$ cat src/rsd_pkg.sv
// ----------------------------------------------------------------------------
// rsd_pkg: shared types, widths and constants
// Axis and deadzone widths, register indexes and the sideband carried
// through the pipeline.
// ----------------------------------------------------------------------------
package rsd_pkg;

  localparam int AXIS_W    = 16;
  localparam int FRAC      = AXIS_W - 1;
  localparam int DZ_W      = 14;
  localparam int DZ_FRAC   = 15;
  localparam int NUM_W     = 2 * AXIS_W;
  localparam int QUO_W     = AXIS_W + 1;
  localparam int CFG_IDX_W = 2;

  localparam logic [CFG_IDX_W-1:0] REG_INNER = CFG_IDX_W'(0);
  localparam logic [CFG_IDX_W-1:0] REG_OUTER = CFG_IDX_W'(1);

  localparam logic [DZ_W-1:0] INNER_RST = DZ_W'(9830);
  localparam logic [DZ_W-1:0] OUTER_RST = DZ_W'(4915);

  localparam logic [AXIS_W-1:0] ONE = AXIS_W'(1) << FRAC;

  typedef struct packed {
    logic              sx;
    logic              sy;
    logic [AXIS_W-1:0] ax;
    logic [AXIS_W-1:0] ay;
    logic [AXIS_W-1:0] mag;
    logic [AXIS_W-1:0] norm;
    logic              dz;
  } side_t;

  function automatic logic [AXIS_W-1:0] dz_scale(logic [DZ_W-1:0] dz);
    logic [DZ_W+AXIS_W-2:0] t;
    logic [DZ_W+AXIS_W-2:0] s;
    t = (DZ_W+AXIS_W-1)'(dz) << FRAC;
    s = t >> DZ_FRAC;
    return s[AXIS_W-1:0];
  endfunction

endpackage

$ cat src/rsd_sqrt.sv
// ----------------------------------------------------------------------------
// rsd_sqrt: pipelined integer square root
// One result bit per stage, remainder form, floor of the square root.
// ----------------------------------------------------------------------------
module rsd_sqrt (
  input  logic                       clk_i,
  input  logic                       rst_ni,
  input  logic                       en_i,
  input  logic                       valid_i,
  input  logic [rsd_pkg::NUM_W-1:0]  rad_i,
  input  rsd_pkg::side_t             side_i,
  output logic                       valid_o,
  output logic [rsd_pkg::AXIS_W-1:0] root_o,
  output rsd_pkg::side_t             side_o
);

  localparam int NS = rsd_pkg::AXIS_W;
  localparam int CW = rsd_pkg::NUM_W + 1;

  logic                       vld_q  [NS+1];
  logic [rsd_pkg::NUM_W-1:0]  rem_q  [NS+1];
  logic [rsd_pkg::AXIS_W-1:0] root_q [NS+1];
  rsd_pkg::side_t             side_q [NS+1];

  always_ff @(posedge clk_i or negedge rst_ni) begin
    if (!rst_ni) begin
      vld_q[0] <= 1'b0;
    end else if (en_i) begin
      vld_q[0] <= valid_i;
    end
  end

  always_ff @(posedge clk_i) begin
    if (en_i) begin
      rem_q[0]  <= rad_i;
      root_q[0] <= '0;
      side_q[0] <= side_i;
    end
  end

  for (genvar j = 1; j <= NS; j++) begin : g_step
    localparam int I = NS - j;
    logic [CW-1:0] trial;
    logic          fit;

    assign trial = (CW'(root_q[j-1]) << (I + 1)) + (CW'(1) << (2 * I));
    assign fit   = {1'b0, rem_q[j-1]} >= trial;

    always_ff @(posedge clk_i or negedge rst_ni) begin
      if (!rst_ni) begin
        vld_q[j] <= 1'b0;
      end else if (en_i) begin
        vld_q[j] <= vld_q[j-1];
      end
    end

    always_ff @(posedge clk_i) begin
      if (en_i) begin
        rem_q[j]  <= fit ? (rem_q[j-1] - trial[rsd_pkg::NUM_W-1:0]) : rem_q[j-1];
        root_q[j] <= root_q[j-1] | (rsd_pkg::AXIS_W'(fit) << I);
        side_q[j] <= side_q[j-1];
      end
    end
  end

  assign valid_o = vld_q[NS];
  assign root_o  = root_q[NS];
  assign side_o  = side_q[NS];

endmodule

$ cat config.mk
export PLATFORM = sky130hd
export DESIGN_NAME = rsd_sqrt
export DESIGN_NICKNAME = d
export VERILOG_FILES = /design/src/rsd_pkg.sv /design/src/rsd_sqrt.sv
export SDC_FILE = /design/constraint.sdc
export NUM_CORES = 1
export LEC_CHECK = 0
export BUFFER_PORTS_ARGS = -buffer_cell sky130_fd_sc_hd__buf_2
export CORE_AREA = 2 2 332 334
export DETAILED_ROUTE_END_ITERATION = 16
export DIE_AREA = 0 0 334 336
export PLACE_DENSITY = 0.77
export SLEW_MARGIN = 20
export SYNTH_ARGS = -nofsm -noshare
export SYNTH_HDL_FRONTEND = slang
export SYNTH_SLANG_ARGS = --single-unit
$ cat constraint.sdc
create_clock -name clk_i -period 5.4 [get_ports clk_i]
set_input_delay 0.27 -clock clk_i [delete_from_list [all_inputs] [get_ports clk_i]]
set_output_delay 0.27 -clock clk_i [all_outputs]
set_load 0.03 [all_outputs]
==> out/results.ini <==
[cells_and_area]
instances_no_fill = 5475
fill_cells = 6755
num_antenna_cells = 0
multi_input_area_um2 = 9980
area_growth_pct = 14.7
final_layout_size_suffix_gt1_share_pct = 12.6
fin_nets = 4171
final-seq-area_um2 = 54100

[setup_path]
cp_slowest_cell = a21boi_4
timing_worst_setup_path_type = flop to flop
crit_path_end_kind = flop
crit_path_start_kind = flop
slowest_delay_ns = 0.72
crit_chain = ha_1 -> a2111oi_4 -> and3_1 -> o31ai_1 -> nor4_1 -> a21boi_4 -> nor4b_1 -> xor2_1
worstRegToRegCells = 8
arrival_ns = 3.90
critPathRequiredTime_ns = 5.89
crit_fanout = 32

[clocking]
root_buffer = clkbuf_16
postCtsSetupBuffers = 0
numCtsBuffers = 174
clock-sinks = 1804
clk_latency_ns = 0.77
clk_pin_slew_ns = 0.06
cts_tree = yes
post_cts_resized = 0
ctsHoldBuffers = 102
cts_buffer_depth = 3
htreeDepth = 4

[logic_synthesis]
synth_cell_types = 73
synthArstFlopShare_pct = 0.942
synth.most_common_cell = edfxtp_1
synthTopCellsByCount = edfxtp_1, inv_1, ha_1, nand2_1, nor2_1
syn_area_per_cell_um2 = 18.8
synth-edff-count = 1787
synth_area_leader_cell = edfxtp_1
synth.top_cells.by_area = edfxtp_1, ha_1, xnor2_1
synthCells = 3456
netlist_area_um2 = 64900
synth_warnings = 0
synth_top_area_share_pct = 82.7
ys_seq_area_share_pct = 83.4
ys_ff_latch = 1804
synth_nets = 3709
synth-main-ff-cell = edfxtp_1

[sta]
max_slew_margin_pct = 27.6
rsz0062_at_grt = no
finClkSkew_ns = 0.0250
worst_slew_pin_slew_ns = 1.09
min_period_ns = 3.41
max_freq_mhz = 293
fin_setup_tns_ns = 0
min_period_over_period_pct = 63.2
hold_viol = 0
maxSlewViolCount = 0
setup_viol = 0

[power]
cellPowerDensity_nw_per_um2 = 424
peakVddDrop_mv = 0.326
power_leakage_uw = 0.0266

[worst_hold_path]
holdCritPathClass = input pin to flop
min_delay_path_depth = 2

[route]
wirelength_um = 94800
drt-initial-drc-count = 2008
drtAntennaViolNets = 0
via_per_inst = 5.35
drc = 0
dr.pass1.iters = 7
dr_total_vias = 29300
post_drt_wl_per_cell_um = 17.3

[placed_design]
dp_cells = 5053
port_buffers = 186
dp_hpwl_um = 54900
place_congestion = 0.910

[global_routing]
grt_overflow_total = 0
grt_pass1_vias = 29800
grt_max_degree = 174
grt_pass1_wl_um = 151000
grt_use_total_pct = 17.0
antenna_found_initial = 0

[floorplanning]
die_w_um = 334
num_rows = 121
initial_core_util_pct = 59.8
core_area_um2 = 108000
fp.dieH_um = 336
io_pins = 187
die-area_um2 = 112000

[run_status]
status = finished, final reports clean

[flow_run]
drv_cap = 0

-- critical path, delay by kind of cell, from the launching register on --
family / cells / cell delay, ns
flops: 1 / 0.39
simple gates: 3 / 0.89
compound gates: 3 / 1.26
xor+xnor: 1 / 0.19
fa+ha+maj: 1 / 0.41
-- flip-flops by register name, summed over array words and instances (netlist names) --
register  cells
side_q     1139
rem_q       512
root_q      136
vld_q        16
valid_o       1
-- final timing paths --
path,from,end,slack [ns]
hold reg to reg,side_q[0][26],side_q[0][93],0.39
max in group asynchronous,rst_ni,vld_q[16],4.28
hold / removal,side_i[60],side_q[0][60],0.21
setup / recovery,rem_q[0][403],rem_q[0][437],1.99
setup reg to reg,rem_q[0][403],rem_q[0][437],1.99
min in group asynchronous,rst_ni,vld_q[8],0.66
-- routing by layer --
metal | up-vias | routed length (um) | track usage (%)
li1 | 14300 | - | -
met1 | 14200 | 37300 | 19.7
met2 | 619 | 50200 | 30.8
met3 | 231 | 3610 | 3.17
met4 | 0 | 3770 | 8.01
met5 | - | 0 | 0
-- cell usage in the layout, fill, tap and decap left out, types with 12 or more instances in the layout --
cell type | Yosys | routed
a211oi_1 | 21 | 21
a21o_1 | 32 | 32
a21oi_1 | 105 | 104
a31oi_1 | 15 | 15
and2_1 | 13 | 13
buf_2 | 2 | 185
buf_4 | 1 | 19
bufinv_16 | 0 | 14
clkbuf_1 | 24 | 32
clkbuf_16 | 0 | 178
clkinv_1 | 0 | 41
clkinv_2 | 0 | 28
clkinvlp_4 | 0 | 13
dfrtp_1 | 17 | 17
dlygate4sd3_1 | 0 | 103
edfxtp_1 | 1787 | 1787
ha_1 | 150 | 150
inv_1 | 186 | 186
mux2_2 | 28 | 28
nand2_1 | 140 | 140
nand2b_1 | 31 | 31
nand3_1 | 25 | 25
nand4_1 | 31 | 31
nor2_1 | 130 | 130
nor2b_1 | 18 | 18
nor3_1 | 70 | 70
nor4_1 | 78 | 78
nor4b_1 | 20 | 19
o21a_1 | 25 | 25
o21ai_0 | 118 | 118
o31ai_1 | 14 | 14
or2_2 | 12 | 12
or3_1 | 19 | 19
or4_1 | 13 | 13
xnor2_1 | 105 | 105
xor2_1 | 96 | 96
-- cell type report --
| class | count | area share [%] |
|---|---|---|
| flip-flops and latches | 1804 | 72.7 |
| multi-input cells | 1435 | 13.4 |
| clock buffers | 210 | 6.15 |
| repair buffers | 317 | 3.09 |
| well taps | 1414 | 2.38 |
| clock inverters | 109 | 1.36 |
| inverters | 186 | 0.938 |
-- kinds of logic (layout without fill, tap and decap cells) --
logic type / count (synthesis) / in the layout / share of synthesized area [%]
flops: 1804 / 1804 / 83.4
fa+ha+maj: 150 / 150 / 2.89
compound gates: 395 / 395 / 3.81
buf+inv: 217 / 822 / 1.28
xor+xnor: 201 / 201 / 2.71
mux: 34 / 34 / 0.579
simple gates: 655 / 655 / 5.36
-- through the flow --
stage	hold WS, ns	area [um^2]	util (%)	worst slack (ns)	power [uW]
final	0.213	74400	68.7	1.99	31500
after floorplan	-0.0256	64900	-	2.57	19100
after global routing	0.176	74400	68.7	1.58	32800
after global placement	0.193	67800	62.5	1.86	19900
after CTS	0.0352	74400	68.6	1.72	31800
after detailed placement	0.206	67800	62.5	1.73	20000
-- power by group --
part / switching [uW] / leakage, uW / total [uW] / internal (uW)
Sequential: 580 / 0.0176 / 17400 / 16800
Combinational: 1420 / 0.00636 / 2430 / 1010
Clock: 5000 / 0.00270 / 11700 / 6730
(Power assumes the default switching activity.)
