File: src/rsd_pkg.sv
// ----------------------------------------------------------------------------
// rsd_pkg: shared types, widths and constants
// Axis and deadzone widths, register indexes and the sideband carried
// through the pipeline.
// ----------------------------------------------------------------------------
package rsd_pkg;

  localparam int AXIS_W    = 16;
  localparam int FRAC      = AXIS_W - 1;
  localparam int DZ_W      = 14;
  localparam int DZ_FRAC   = 15;
  localparam int NUM_W     = 2 * AXIS_W;
  localparam int QUO_W     = AXIS_W + 1;
  localparam int CFG_IDX_W = 2;

  localparam logic [CFG_IDX_W-1:0] REG_INNER = CFG_IDX_W'(0);
  localparam logic [CFG_IDX_W-1:0] REG_OUTER = CFG_IDX_W'(1);

  localparam logic [DZ_W-1:0] INNER_RST = DZ_W'(9830);
  localparam logic [DZ_W-1:0] OUTER_RST = DZ_W'(4915);

  localparam logic [AXIS_W-1:0] ONE = AXIS_W'(1) << FRAC;

  typedef struct packed {
    logic              sx;
    logic              sy;
    logic [AXIS_W-1:0] ax;
    logic [AXIS_W-1:0] ay;
    logic [AXIS_W-1:0] mag;
    logic [AXIS_W-1:0] norm;
    logic              dz;
  } side_t;

  function automatic logic [AXIS_W-1:0] dz_scale(logic [DZ_W-1:0] dz);
    logic [DZ_W+AXIS_W-2:0] t;
    logic [DZ_W+AXIS_W-2:0] s;
    t = (DZ_W+AXIS_W-1)'(dz) << FRAC;
    s = t >> DZ_FRAC;
    return s[AXIS_W-1:0];
  endfunction

endpackage

File: src/rsd_div.sv
// ----------------------------------------------------------------------------
// rsd_div: pipelined restoring divider
// One quotient bit per stage; flags a quotient too wide for the result.
// ----------------------------------------------------------------------------
module rsd_div (
  input  logic                       clk_i,
  input  logic                       rst_ni,
  input  logic                       en_i,
  input  logic                       valid_i,
  input  logic [rsd_pkg::NUM_W-1:0]  num_i,
  input  logic [rsd_pkg::AXIS_W-1:0] den_i,
  input  rsd_pkg::side_t             side_i,
  output logic                       valid_o,
  output logic [rsd_pkg::QUO_W-1:0]  quo_o,
  output logic                       ovf_o,
  output rsd_pkg::side_t             side_o
);

  localparam int NS = rsd_pkg::QUO_W;
  localparam int CW = rsd_pkg::NUM_W + 1;

  logic                       vld_q  [NS+1];
  logic [rsd_pkg::NUM_W-1:0]  rem_q  [NS+1];
  logic [rsd_pkg::QUO_W-1:0]  quo_q  [NS+1];
  logic [rsd_pkg::AXIS_W-1:0] den_q  [NS+1];
  logic                       ovf_q  [NS+1];
  rsd_pkg::side_t             side_q [NS+1];

  always_ff @(posedge clk_i or negedge rst_ni) begin
    if (!rst_ni) begin
      vld_q[0] <= 1'b0;
    end else if (en_i) begin
      vld_q[0] <= valid_i;
    end
  end

  always_ff @(posedge clk_i) begin
    if (en_i) begin
      rem_q[0]  <= num_i;
      quo_q[0]  <= '0;
      den_q[0]  <= den_i;
      ovf_q[0]  <= {1'b0, num_i} >= (CW'(den_i) << NS);
      side_q[0] <= side_i;
    end
  end

  for (genvar j = 1; j <= NS; j++) begin : g_step
    localparam int K = NS - j;
    logic [CW-1:0] trial;
    logic          fit;

    assign trial = CW'(den_q[j-1]) << K;
    assign fit   = {1'b0, rem_q[j-1]} >= trial;

    always_ff @(posedge clk_i or negedge rst_ni) begin
      if (!rst_ni) begin
        vld_q[j] <= 1'b0;
      end else if (en_i) begin
        vld_q[j] <= vld_q[j-1];
      end
    end

    always_ff @(posedge clk_i) begin
      if (en_i) begin
        rem_q[j]  <= fit ? (rem_q[j-1] - trial[rsd_pkg::NUM_W-1:0]) : rem_q[j-1];
        quo_q[j]  <= quo_q[j-1] | (rsd_pkg::QUO_W'(fit) << K);
        den_q[j]  <= den_q[j-1];
        ovf_q[j]  <= ovf_q[j-1];
        side_q[j] <= side_q[j-1];
      end
    end
  end

  assign valid_o = vld_q[NS];
  assign quo_o   = quo_q[NS];
  assign ovf_o   = ovf_q[NS];
  assign side_o  = side_q[NS];

endmodule

File: config.mk
export PLATFORM = sky130hd
export DESIGN_NAME = rsd_div
export DESIGN_NICKNAME = d
export VERILOG_FILES = /design/src/rsd_pkg.sv /design/src/rsd_div.sv
export SDC_FILE = /design/constraint.sdc
export NUM_CORES = 2
export LEC_CHECK = 0
export BUFFER_PORTS_ARGS = -buffer_cell sky130_fd_sc_hd__buf_4
export CAP_MARGIN = 20
export CORE_ASPECT_RATIO = 0.7
export CORE_UTILIZATION = 32
export CTS_BUF_LIST = sky130_fd_sc_hd__clkbuf_8
export DETAILED_ROUTE_END_ITERATION = 10
export SETUP_SLACK_MARGIN = 0.5
export SYNTH_ARGS = -nofsm -noshare
export SYNTH_HDL_FRONTEND = slang
export SYNTH_SLANG_ARGS = --single-unit
File: constraint.sdc
create_clock -name clk_i -period 4.3 [get_ports clk_i]
set_input_delay 0.86 -clock clk_i [delete_from_list [all_inputs] [get_ports clk_i]]
set_output_delay 0.86 -clock clk_i [all_outputs]
set_load 0.02 [all_outputs]
==> flow_summary.toml <==
[outcome]
status = "finished clean"

[power]
p_switching_mw = 15.8
clockPowerShare_pct = 29.1
combPwrFrac_pct = 20.1
pwr_density_cell_nw_per_um2 = 566
internal_power_mw = 40.5
power_mw = 56.4
leakagePower_nw = 36.1
ir_drop_mv = 0.254
pwr-share-seq_pct = 50.8
swShare_pct = 28.1

[global_routing]
grt_max_degree = 144
grt_pass1_wl_um = 231000
antenna_found_initial = 1
grt_remaining_overflow = 0
grt_pass1_vias = 43700
grtUsageTotal_pct = 10.4

[worst_setup_path]
path_common_cell = "o31ai_1"
path_delay_family = "compound AO/OA/AOI/OAI gates"
critPathArrivalTime_ps = 4150
worst_path_max_delay_cell = "o31ai_1"
critical_path.startpoint = "den_q[11][1]$_DFFE_PP_"
path_buf_inv = 2
cp-end-kind = "flip-flop"
startpoint_type = "flip-flop"
path_max_fanout = 17
r2r-end = "rem_q[12][21]$_DFFE_PP_"
regToRegSetupSlack_ps = 790
r2r_cells = 11
critPathMaxStageDelay_ps = 500
crit_type = "flip-flop to flip-flop"
r2r_start = "den_q[11][1]$_DFFE_PP_"
crit_required_ps = 4930
path_cells = "inv_1 > ha_1 > nor2b_1 > o31a_1 > o31ai_1 > a21oi_1 > o31ai_1 > and2_2 > buf_4 > nor3_1 > xor2_1"

[routing]
wl_per_cell_um = 15.1
ant_nets = 0
wl_um = 144000
first_pass_iters = 7
drcViolationCount = 0
vias_per_cell = 4.52
drt_iter0_drc = 3484
vias = 43200

[synth]
syn_avg_cell_area_sq_um = 16.7
async_reset_ff_share_pct = 0.814
synthesis.area_sq_um = 85900
yosysTopAreaCell = "edfxtp_1"
ys.flop_type = "edfxtp_1"
synth-seq-area-share_pct = 77.2
ys_warn_count = 0
synth_most_common_cell = "edfxtp_1"
yosys-top-cells-area = "edfxtp_1 (77%), ha_1 (4.2%), xnor2_1 (1.8%)"
ys_types = 91
synth-edff-count = 2193
ys_seq_elements = 2211
synth_top_area_share_pct = 76.7
syn-num-nets = 5569
synthTopCellsByCount = "edfxtp_1 (2193), inv_1 (370), ha_1 (287)"
synthCells = 5147

[floorplan]
dieWidth_um = 621
start_util_pct = 32.3
die_y_um = 435
ioPinCount = 205
row_count = 158
dieArea_sq_um = 270000
core-area_sq_um = 266000

[placed_design]
gp_congestion = 0.850
dpl.hpwl_um = 94600
post-place-ws_ps = 670
io_buffers = 204

[min_path]
hold_start = "side_i[36]"
hold_end = "side_q[0][36]$_DFFE_PP_"
whs_path_depth = 1
hp-class = "input port to flip-flop"

[timing]
tightest_slew_ps = 995
rsz0062_at_grt = "false"
slew_violations = 0
setup_ws_ps = 785
min_period_ps = 3510
maxSlewHeadroom_pct = 33.7
fmax_mhz = 285
period_share_pct = 81.7
finalHoldViolCount = 0
fin_tns_setup_ps = 0
skew_ps = 68.5
setup-violations-final = 0

[cells_and_area]
drive_gt1_share_pct = 14.1
syn_to_final_growth_pct = 15.9
fin_nets = 6198

[clock_network]
root_buffer = "clkbuf_8"
cts_made_buffers = 345
cts_buffer_depth = 4
htree_levels = 5
post-cts-setup-buffer-count = 0
clock_sinks = 2211
clk_pin_slew_worst_paths_ps = 60
cts_tree = "done"
clock_latency_ps = 960

[flow_run]
max_cap_viol_count = 0
## metal layers
layer / global-route usage, % / up-vias / routed length (um)
li1: - / 21000 / -
met5: 0 / - / 0
met4: 4.18 / 0 / 4610
met1: 14.5 / 20700 / 69600
met3: 2.31 / 332 / 7690
met2: 15.7 / 1195 / 62500
## power groups by stage
stage                     Clock [mW]  Sequential [mW]  Combinational, mW
final                           16.4             28.6               11.3
after global routing            18.0             28.9               12.6
after CTS                       17.2             28.6               11.3
after detailed placement           0             29.1               11.2
after global placement             0             29.0               10.8
after floorplan                    0             28.4               8.29
## kinds of logic (layout without fill, tap and decap cells)
logic type	after synthesis	count (layout)	share of synthesized area [%]
DFF	2211	2211	77.2
buffers and inverters	432	1312	1.90
other	0	1	0
adders and majority gates	303	303	4.56
and+or+nand+nor	933	933	5.45
muxes	107	107	1.39
AOI/OAI and AO/OA	855	855	6.35
xor gates and xnor gates	306	306	3.12
## registers in the layout, summed over array words and instances (netlist names)
| name | count |
|---|---|
| valid_o | 1 |
| quo_q | 153 |
| side_q | 1206 |
| vld_q | 17 |
| ovf_q | 18 |
| rem_q | 544 |
| den_q | 272 |
## how the worst max path moves through the flow
stage	endpoint	cells past startpoint
6_report	rem_q[12][21]$_DFFE_PP_	11
5_1_grt	rem_q[16][4]$_DFFE_PP_	12
4_1_cts	rem_q[12][21]$_DFFE_PP_	11
3_5_place_dp	rem_q[12][21]$_DFFE_PP_	11
3_3_place_gp	rem_q[12][21]$_DFFE_PP_	11
2_1_floorplan	rem_q[1][25]$_DFFE_PP_	10
## layout make-up
type	count	area (sq um)
Antenna cell	1	2.50
Clock buffer	351	4830
Clock inverter	247	1470
Fill cell	24400	166000
Inverter	373	1400
Multi-Input combinational cell	2504	17900
Sequential cell	2211	66300
Tap cell	3520	4400
Timing Repair Buffer	341	3160
## layout by cell type (no fill, tap or decap), types with 59 or more instances in the layout
cell type | netlist | routed
a21o_1 | 74 | 74
a21oi_1 | 257 | 256
buf_4 | 0 | 253
clkbuf_8 | 0 | 351
clkinv_1 | 1 | 71
edfxtp_1 | 2193 | 2193
ha_1 | 287 | 287
inv_1 | 370 | 480
mux2_2 | 100 | 100
nand2_1 | 227 | 227
nor2_1 | 246 | 246
nor3_1 | 63 | 63
nor4_1 | 59 | 59
o21ai_0 | 205 | 204
xnor2_1 | 173 | 173
xor2_1 | 133 | 133
## per-stage QoR
step           util, %  hold WS (ps)  instance area (sq um)  cells
2_1_floorplan        -           400                  85900   5147
3_3_place_gp      34.8           400                  92700   8896
3_5_place_dp      34.8           405                  92700   8896
4_1_cts           37.4          2.79                  99500   9545
5_1_grt           37.4          28.2                  99500   9548
6_report          37.4           139                  99500   9548
## repair_timing
item / 4_1_cts / 5_1_grt
endpoints found under the setup margin: 0 / 10
resized for setup: 0 / 2
hold buffers: 51 / 0
endpoints found under the hold margin: 68 / 0
Note: power is estimated with default switching activity, not from simulation.
